## src/prnh_pkg.sv

```systemverilog
// Shared types and constants for the polyline ray nearest-hit block.
// No dependencies; imported by every module of the block but prnh_ram.
package prnh_pkg;

   localparam int IDX_W    = 12;
   localparam int COUNT_W  = 13;
   localparam int RADIUS_W = 12;
   localparam int DIST_W   = 26;
   localparam int COORD_W  = 32;
   localparam int DIR_W    = 16;
   localparam int QUOT_W   = 27;

   localparam logic CMD_WRITE = 1'b0;
   localparam logic CMD_CAST  = 1'b1;

   localparam logic [1:0] REG_POINT_COUNT   = 2'd0;
   localparam logic [1:0] REG_SEARCH_RADIUS = 2'd1;
   localparam logic [1:0] REG_MAX_RANGE     = 2'd2;

   localparam logic [COUNT_W-1:0]  POINT_COUNT_RESET   = 13'd0;
   localparam logic [RADIUS_W-1:0] SEARCH_RADIUS_RESET = 12'd64;
   localparam logic [DIST_W-1:0]   MAX_RANGE_RESET     = 26'd3276800;

   typedef struct packed {
      logic                       is_cast;
      logic [IDX_W-1:0]           point_index;
      logic signed [COORD_W-1:0]  point_x;
      logic signed [COORD_W-1:0]  point_y;
      logic signed [COORD_W-1:0]  origin_x;
      logic signed [COORD_W-1:0]  origin_y;
      logic signed [DIR_W-1:0]    dir_x;
      logic signed [DIR_W-1:0]    dir_y;
   } item_type;

   typedef struct packed {
      logic [DIST_W-1:0] distance;
      logic              hit;
      logic [IDX_W-1:0]  located_segment;
   } result_type;

endpackage

```

## src/prnh_front.sv

```systemverilog
// Front end: accepts request items, tags writes and casts, and queues them.
// Depends on prnh_pkg.
module prnh_front (
   input  logic                      clock,
   input  logic                      reset,
   input  logic                      req_push,
   output logic                      req_full,
   input  logic                      req_cmd,
   input  logic [11:0]               req_point_index,
   input  logic signed [31:0]        req_point_x,
   input  logic signed [31:0]        req_point_y,
   input  logic signed [31:0]        req_origin_x,
   input  logic signed [31:0]        req_origin_y,
   input  logic signed [15:0]        req_dir_x,
   input  logic signed [15:0]        req_dir_y,
   output logic                      q_valid,
   output prnh_pkg::item_type        q_item,
   input  logic                      q_pop
);
   import prnh_pkg::*;

   item_type   entry_ff [2];
   logic       wr_ptr_ff, wr_ptr_in;
   logic       rd_ptr_ff, rd_ptr_in;
   logic [1:0] count_ff, count_in;
   item_type   item;
   logic       push_ok, pop_ok;

   always_comb begin
      item.is_cast     = (req_cmd == CMD_CAST);
      item.point_index = req_point_index;
      item.point_x     = req_point_x;
      item.point_y     = req_point_y;
      item.origin_x    = req_origin_x;
      item.origin_y    = req_origin_y;
      item.dir_x       = req_dir_x;
      item.dir_y       = req_dir_y;
   end

   assign req_full = (count_ff == 2'd2);
   assign q_valid  = (count_ff != 2'd0);
   assign q_item   = entry_ff[rd_ptr_ff];
   assign push_ok  = req_push && !req_full;
   assign pop_ok   = q_pop && q_valid;

   always_comb begin
      wr_ptr_in = push_ok ? !wr_ptr_ff : wr_ptr_ff;
      rd_ptr_in = pop_ok ? !rd_ptr_ff : rd_ptr_ff;
      count_in  = count_ff + 2'(push_ok) - 2'(pop_ok);
   end

   always_ff @(posedge clock) begin
      if (reset) begin
         wr_ptr_ff <= 1'b0;
         rd_ptr_ff <= 1'b0;
         count_ff  <= 2'd0;
      end else begin
         wr_ptr_ff <= wr_ptr_in;
         rd_ptr_ff <= rd_ptr_in;
         count_ff  <= count_in;
      end
   end

   always_ff @(posedge clock) begin
      if (push_ok) begin
         entry_ff[wr_ptr_ff] <= item;
      end
   end
endmodule

```

## config.mk

```make
export PLATFORM = sky130hd
export DESIGN_NAME = prnh_front
export DESIGN_NICKNAME = d
export VERILOG_FILES = /design/src/prnh_pkg.sv /design/src/prnh_front.sv
export SDC_FILE = /design/constraint.sdc
export NUM_CORES = 1
export LEC_CHECK = 0
export BUFFER_PORTS_ARGS = -buffer_cell sky130_fd_sc_hd__buf_2
export CAP_MARGIN = 5
export CORE_ASPECT_RATIO = 1.75
export CORE_MARGIN = 1.5
export CORE_UTILIZATION = 25
export CTS_CLUSTER_DIAMETER = 50
export DETAILED_ROUTE_END_ITERATION = 7
export PLACE_DENSITY_LB_ADDON = 0.1
export SLEW_MARGIN = 0
export SYNTH_ARGS = -nofsm -noshare
export SYNTH_HDL_FRONTEND = slang
export SYNTH_SLANG_ARGS = --single-unit
```

## constraint.sdc

```tcl
create_clock -name clock -period 5.4 [get_ports clock]
set_input_delay 1.08 -clock clock [delete_from_list [all_inputs] [get_ports clock]]
set_output_delay 1.08 -clock clock [all_outputs]
set_load 0.05 [all_outputs]
```

Word level (Yosys, flattened, before mapping)
Memories as Yosys holds them, arrays and structs flattened. A register that Yosys moved wholly into a read port is not among the register bits.
Cells that the tools add are included.
- bits in registers: 4
- memory bits (writable): 346
- input port bits: 177
- memories kept: 1
- memory list (memory ; depth ; width ; read ports ; clocked after memory_dff ; wr ports ; line ; source):
    entry_ff ; 2 ; 173 ; 1 ; 1 ; 1 ; prnh_front.sv:22 ; item_type entry_ff [2];
- $add $sub $neg: 2
- eq/ne operators: 1
- multiplexer cells: 4
- reduce and logical (&&, ||, !) cells: 6
- operators by type and width (kind ; number):
    1-bit two-way mux ; 4
    1-bit zero test ; 3
    2-bit by 1-bit adder with 2-bit output ; 1
    2-bit == test (second input constant) ; 1
    1-bit logical AND ; 2
    2-bit nonzero test ; 1
    2-bit by 1-bit subtractor with 2-bit output ; 1

Logic depth before layout (Yosys ltp)
Gate-level depths: netlist of run 1.
- depth in word-level cells: 5
- depth in mapped cells: 8

Worst setup path after synthesis of run 1
OpenSTA, ideal clock, no wires.
- kind: input -> register
- from: in req_push
- to: mem entry_ff[0][0] in the netlist's numbering (enable)
- library setup time: 525 ps
- data arrival time: 4822 ps
- setup slack: 53 ps
- stages: 3
- cells stage by stage: inv_1 or3_1 inv_1
- longest elaborated chain between the ends: 3
- RTL lines (item ; line ; source):
    start: declaration ; prnh_front.sv:6 ; input logic req_push,
    1-bit logical AND ; prnh_front.sv:43 ; assign push_ok = req_push && !req_full;
    1-bit two-way mux ; prnh_front.sv:65 ; if (push_ok) begin
    1-bit two-way mux (implied by the code) ; prnh_front.sv:66 ; entry_ff[wr_ptr_ff] <= item;
    end: declaration ; prnh_front.sv:22 ;
Every way passes these cells.

==> impl_metrics.py, run 1 <==
metrics = {
    "logic_synthesis": {
        "ys_types": 19,
        "synth_edf_count": 346,
        "yosysMostFrequentCell": "edfxtp_1",
        "syn_nets": 743,
        "yosysTopAreaCellShare_pct": 81.26,
        "yosys.area.top_type": "edfxtp_1",
        "netlist_instances": 564,
        "avgSynthCellArea_um2": 22.67,
        "postSynth.asyncResetShare_pct": 0,
        "synth_area_um2": 12790,
        "synth_flop_cell": "edfxtp_1",
        "synth_seq_cells": 351,
        "synth_area_leaders": "edfxtp_1, mux2_2, buf_6",
        "ys_warn_count": 0,
        "synth_common_cells": "edfxtp_1, mux2_2, buf_6",
        "synth-seq-area-share_pct": 82.04,
    },
    "finish": {
        "final_cells": 1634,
        "fin_nets": 1122,
        "area_growth_syn_to_layout_pct": 28.12,
        "drive_gt1_share_pct": 60.44,
        "fillers": 5046,
    },
    "floorplanning": {
        "rows": 109,
        "ios": 352,
        "dieArea_um2": 52560,
        "die_y_um": 302.2,
        "core_um2": 50460,
        "start_util_pct": 25.34,
        "die-width_um": 174.0,
    },
    "power_and_ir_drop": {
        "p_clk_share_pct": 26.8,
        "cellPowerDensity_nw_per_um2": 528.6,
        "power.share.switching_pct": 37.07,
        "peakVddDrop_mv": 0.3036,
        "p_comb_share_pct": 32.8,
        "p_leak_uw": 0.005948,
        "internal-power_uw": 5449,
        "power_frac_seq_pct": 40.4,
        "power_uw": 8659,
        "net-switching-power_uw": 3210,
    },
    "grt": {
        "grt_max_degree": 91,
        "grtUsageTotal_pct": 11.45,
        "use_met1_pct": 11.44,
        "gr-usage-met2_pct": 21.06,
        "overflow": 0,
        "grt.busiest_layer": "met2",
        "antenna_found_initial": 10,
        "first_global_vias": 7050,
        "use_met3_pct": 3.922,
        "grt_pass1_wl_um": 44470,
    },
    "routing": {
        "drt_iter0_drc": 250,
        "ant_nets": 0,
        "wire_per_inst_um": 18.91,
        "firstDrtPassIters": 4,
        "viasPerCell": 4.025,
        "drc": 0,
        "vias": 6577,
        "routed_wl_um": 30900,
    },
    "critical_path": {
        "max_stage_delay_ns": 0.90,
        "regToRegSetupSlack_ns": 2.94,
        "crit-reg2reg-launch": "count_ff[0]",
        "rr_worst_depth": 5,
        "cp.arrival_ns": 2.48,
        "crit_family": "flip-flops",
        "worstPathMaxFanout": 55,
        "path_class": "flip-flop to primary output",
        "r2r-end": "entry_ff[0][159]",
        "cp-end-kind": "primary output",
        "cp_slowest_cell": "dfxtp_4",
        "path_cells": "buf_12 -> mux2_2 -> buf_2",
        "critical_path_buf_inv_count": 2,
        "critPathLaunchType": "flip-flop",
        "cp_data_required_time_ns": 4.32,
    },
    "cts": {
        "post-cts-setup-buffer-count": 0,
        "cts_root_buf": "clkbuf_16",
        "cts_tree": "built",
        "clk_path_buf_depth": 3,
        "clk_pin_slew_ns": 0.06,
        "cts.sinks": 351,
        "numCtsBuffers": 37,
        "cts_resized": 0,
        "hold_buffers": 0,
        "clk_latency_ns": 0.52,
        "htree_levels": 2,
    },
    "timing": {
        "min_period_over_period_pct": 65.95,
        "rsz0062_at_grt": "false",
        "fmax_mhz": 280.8,
        "clock_skew_ns": 0.01762,
        "finalCriticalPeriod_ns": 3.561,
        "relSlewSlack_pct": 39.64,
        "slew_viol_final": 0,
        "finalSetupViolCount": 0,
        "finalHoldViolCount": 0,
        "setup_tns_ns": 0,
        "worstMarginPinSlew_ns": 0.9054,
    },
    "min_path": {
        "min_path_type": "flip-flop to flip-flop",
        "hp-start": "wr_ptr_ff",
        "min_to": "wr_ptr_ff",
        "holdPathStages": 2,
    },
    "run_status": {
        "outcome": "finished, final reports clean",
    },
    "place": {
        "hpwl_um": 20490,
        "portBuffers": 351,
        "place.gp.congestion": 0.6857,
        "place_inst": 1570,
    },
    "run": {
        "drv_cap": 0,
    },
}
==> kinds of logic (layout without fill, tap and decap cells) <==
kind of cell	after synthesis	count (layout)	share of synthesized area [%]
adders and majority gates	2	2	0.1957
DFF	351	351	82.04
xor gates and xnor gates	3	3	0.2055
buffers and inverters	23	422	1.791
muxes	173	173	15.24
and+or+nand+nor	9	9	0.3915
other	0	5	0
AOI/OAI and AO/OA	3	3	0.1369
==> registers in the layout (all words and copies together) (netlist names), named ones only <==
signal	count
wr_ptr_ff	1
count_ff	2
entry_ff	346
rd_ptr_ff	1
==> per-layer routing <==
layer | vias to the layer above | wire, um
met5 | - | 37
met2 | 257 | 16820
met4 | 6 | 1044
met3 | 59 | 2382
met1 | 3254 | 10610
li1 | 3001 | -
==> layout make-up <==
type | count | area (um^2) | area share (%)
antenna | 5 | 12.51 | 0.07638
clock buffer | 46 | 959.7 | 5.858
clock inverter | 13 | 100.1 | 0.6110
inverter | 4 | 20.02 | 0.1222
multi-input combinational | 190 | 2071 | 12.64
sequential | 351 | 10490 | 64.06
tap | 666 | 833.3 | 5.087
timing repair buffer | 359 | 1892 | 11.55
==> worst reg2reg max path: stages, from the launching register on <==
cell and delay (ns):
dfxtp_1 0.37, nand2b_2 0.17, inv_2 0.04, or3_1 0.38
inv_6 0.67, buf_12 0.43
==> power groups by stage <==
stage / Sequential [uW] / Combinational, uW / Clock (uW)
5_1_grt: 3540 / 2990 / 2510
6_report: 3500 / 2840 / 2320
4_1_cts: 3510 / 2920 / 2430
3_5_place_dp: 3570 / 2910 / 0
2_1_floorplan: 3530 / 2270 / 0
3_3_place_gp: 3560 / 2910 / 0
==> per-stage QoR <==
step	worst slack (ns)	utilization (%)	cell area, um^2	hold WS (ns)
5_1_grt	1.644	32.46	16380	0.5219
6_report	1.839	32.46	16380	0.4926
3_5_place_dp	2.208	30.34	15310	0.4838
3_3_place_gp	2.196	30.34	15310	0.4780
4_1_cts	1.702	32.44	16370	0.4936
2_1_floorplan	0.05250	-	12790	0.4515
==> worst max-delay path by stage <==
stage                   start               to  slack (ns)  depth (start not counted)
finish              flip-flop      q_item[156]        1.84                          3
global route        flip-flop      q_item[136]        1.64                          3
CTS                 flip-flop      q_item[136]        1.70                          3
detailed placement   req_push  entry_ff[0][60]        2.21                          5
global placement     req_push  entry_ff[0][55]        2.20                          5
floorplan            req_push   entry_ff[0][0]        0.05                          3
==> layout by cell type (no fill, tap or decap), drive strengths merged, types with 2 or more instances in the layout <==
cell	synthesis	routed
ha	2	2
nor2	3	3
dfxtp	5	5
diode	0	5
inv	4	5
buf	19	359
clkinv	0	11
edfxtp	346	346
clkbuf	0	46
mux2	173	173
xnor2	2	2
Power figures use the tool's default switching activity.
==> run 2, diff against run 1 <==
==> constraint.sdc (replaced) <==
create_clock -name clock -period 3 [get_ports clock]
set_input_delay 0.6 -clock clock [delete_from_list [all_inputs] [get_ports clock]]
set_output_delay 0.6 -clock clock [all_outputs]
set_load 0.05 [all_outputs]
==> run 2 against run 1 <==
Register-to-register slack worse by 1.8 ns. Sequential power grew 79%. First-iteration DRC count increased by 27%. Flip-flop and latch count did not move.
==> impl_metrics.py, run 2 (synthesized netlist as in run 1, its figures left out) <==
metrics = {
    "cts": {
        "clk_latency_ns": 0.52,
        "cts_resized": 0,
        "post-cts-setup-buffer-count": 0,
        "clk_path_buf_depth": 3,
        "htree_levels": 2,
        "hold_buffers": 0,
        "cts.sinks": 351,
        "numCtsBuffers": 37,
        "cts_tree": "built",
        "cts_root_buf": "clkbuf_16",
        "clk_pin_slew_ns": 0.06,
    },
    "grt": {
        "grt_max_degree": 59,
        "first_global_vias": 7139,
        "overflow": 0,
        "grt_pass1_wl_um": 45680,
        "grtUsageTotal_pct": 11.78,
        "antenna_found_initial": 7,
    },
    "power_and_ir_drop": {
        "peakVddDrop_mv": 0.5712,
        "p_leak_uw": 0.006035,
        "cellPowerDensity_nw_per_um2": 954.3,
    },
    "finish": {
        "final_common_cell": "buf_2",
        "fin_nets": 1134,
        "largest_reg_flops": 346,
        "seqCellArea_um2": 10500,
        "final_cell_mix": "buf_2, edfxtp_1, mux2_2",
        "drive_gt1_share_pct": 61.11,
        "multi_input_area_um2": 2081,
        "area_growth_syn_to_layout_pct": 29.75,
        "reg.largest.list": "entry_ff x346, count_ff x2",
        "final_cells": 1646,
        "fillers": 4968,
        "regMostFlops": "entry_ff",
        "fin_area_um2": 16590,
    },
    "place": {
        "placed_area_um2": 15500,
        "place_inst": 1582,
        "hpwl_um": 21750,
        "place.gp.congestion": 0.7071,
        "portBuffers": 351,
    },
    "floorplanning": {
        "dieArea_um2": 52560,
        "rows": 109,
        "ios": 352,
        "die_y_um": 302.2,
        "start_util_pct": 25.34,
        "die-width_um": 174.0,
        "core_um2": 50460,
    },
    "run": {
        "drv_cap": 0,
    },
    "timing": {
        "relSlewSlack_pct": 60.46,
        "clock_skew_ns": 0.01257,
        "min_period_over_period_pct": 92.61,
        "finalHoldViolCount": 0,
        "rsz0062_at_grt": "false",
        "whs_ns": 0.2652,
        "finalCriticalPeriod_ns": 2.778,
        "worstMarginPinSlew_ns": 0.5932,
        "fmax_mhz": 359.9,
        "slew_viol_final": 0,
        "finalSetupViolCount": 0,
    },
    "routing": {
        "viasPerCell": 4.055,
        "ant_nets": 0,
        "routed_wl_um": 31670,
        "wire_per_inst_um": 19.24,
        "firstDrtPassIters": 4,
        "vias": 6674,
        "drt_iter0_drc": 317,
        "drc": 0,
    },
    "critical_path": {
        "cp_data_required_time_ns": 2.40,
        "worstPathMaxFanout": 31,
        "path_class": "flip-flop to primary output",
        "cp-end-kind": "primary output",
        "path_cells": "buf_12 -> mux2_2 -> buf_2",
        "critical_path_buf_inv_count": 2,
        "max_stage_delay_ns": 0.72,
        "cp_slowest_cell": "dfxtp_4",
        "crit_family": "flip-flops",
        "cp.arrival_ns": 2.18,
        "critPathLaunchType": "flip-flop",
    },
    "min_path": {
        "min_path_type": "input pin to flip-flop",
    },
    "run_status": {
        "outcome": "finished, final reports clean",
    },
}
-- run 2: cell count changes in the layout (fill, tap and decap cells not counted), moves of 2 or more --
cell,previous run,this run
buf_4,2,8
buf_12,6,12
diode_2,5,3
clkinv_2,4,2
clkinv_1,6,8
clkinvlp_4,0,2
-- run 2: final timing paths --
path | endpoint | slack, ns | cells past startpoint | from
max | q_item[34] | 0.22 | 3 | flip-flop
min | entry_ff[1][127] | 0.27 | 1 | req_point_y[31]
max reg2reg | entry_ff[0][22] | 1.10 | 6 | count_ff[0]
min reg2reg | wr_ptr_ff | 0.51 | 2 | wr_ptr_ff
-- run 2: per-stage QoR --
stage	util, %	TNS (ns)	setup WS, ns	total power [uW]
finish	32.88	0	0.2216	15830
global route	32.88	0	0.07758	16500
CTS	32.86	0	0.09152	16160
detailed placement	30.71	0	0.6747	11810
global placement	30.71	0	0.6830	11810
floorplan	-	-119.70	-0.6919	10430
-- run 2: cell type report --
| cell class | count | area share, % |
|---|---|---|
| Antenna cell | 3 | 0.04525 |
| Clock inverter | 15 | 0.7542 |
| Multi-Input combinational cell | 190 | 12.54 |
| Inverter | 4 | 0.1886 |
| Timing Repair Buffer | 371 | 12.40 |
| Tap cell | 666 | 5.023 |
| Clock buffer | 46 | 5.785 |
| Sequential cell | 351 | 63.26 |
-- run 2: where the power goes --
group	switching (uW)	total [uW]	internal (uW)
clock	1830	4260	2430
combinational	3820	5310	1490
sequential	188	6270	6080
-- run 2: routing by layer --
layer / vias up / routed length, um / GRT usage [%]
met5: - / 42 / 0
met4: 6 / 995 / 5.070
met3: 57 / 2281 / 3.720
met2: 257 / 17070 / 21.71
met1: 3324 / 11280 / 12.22
li1: 3030 / - / -
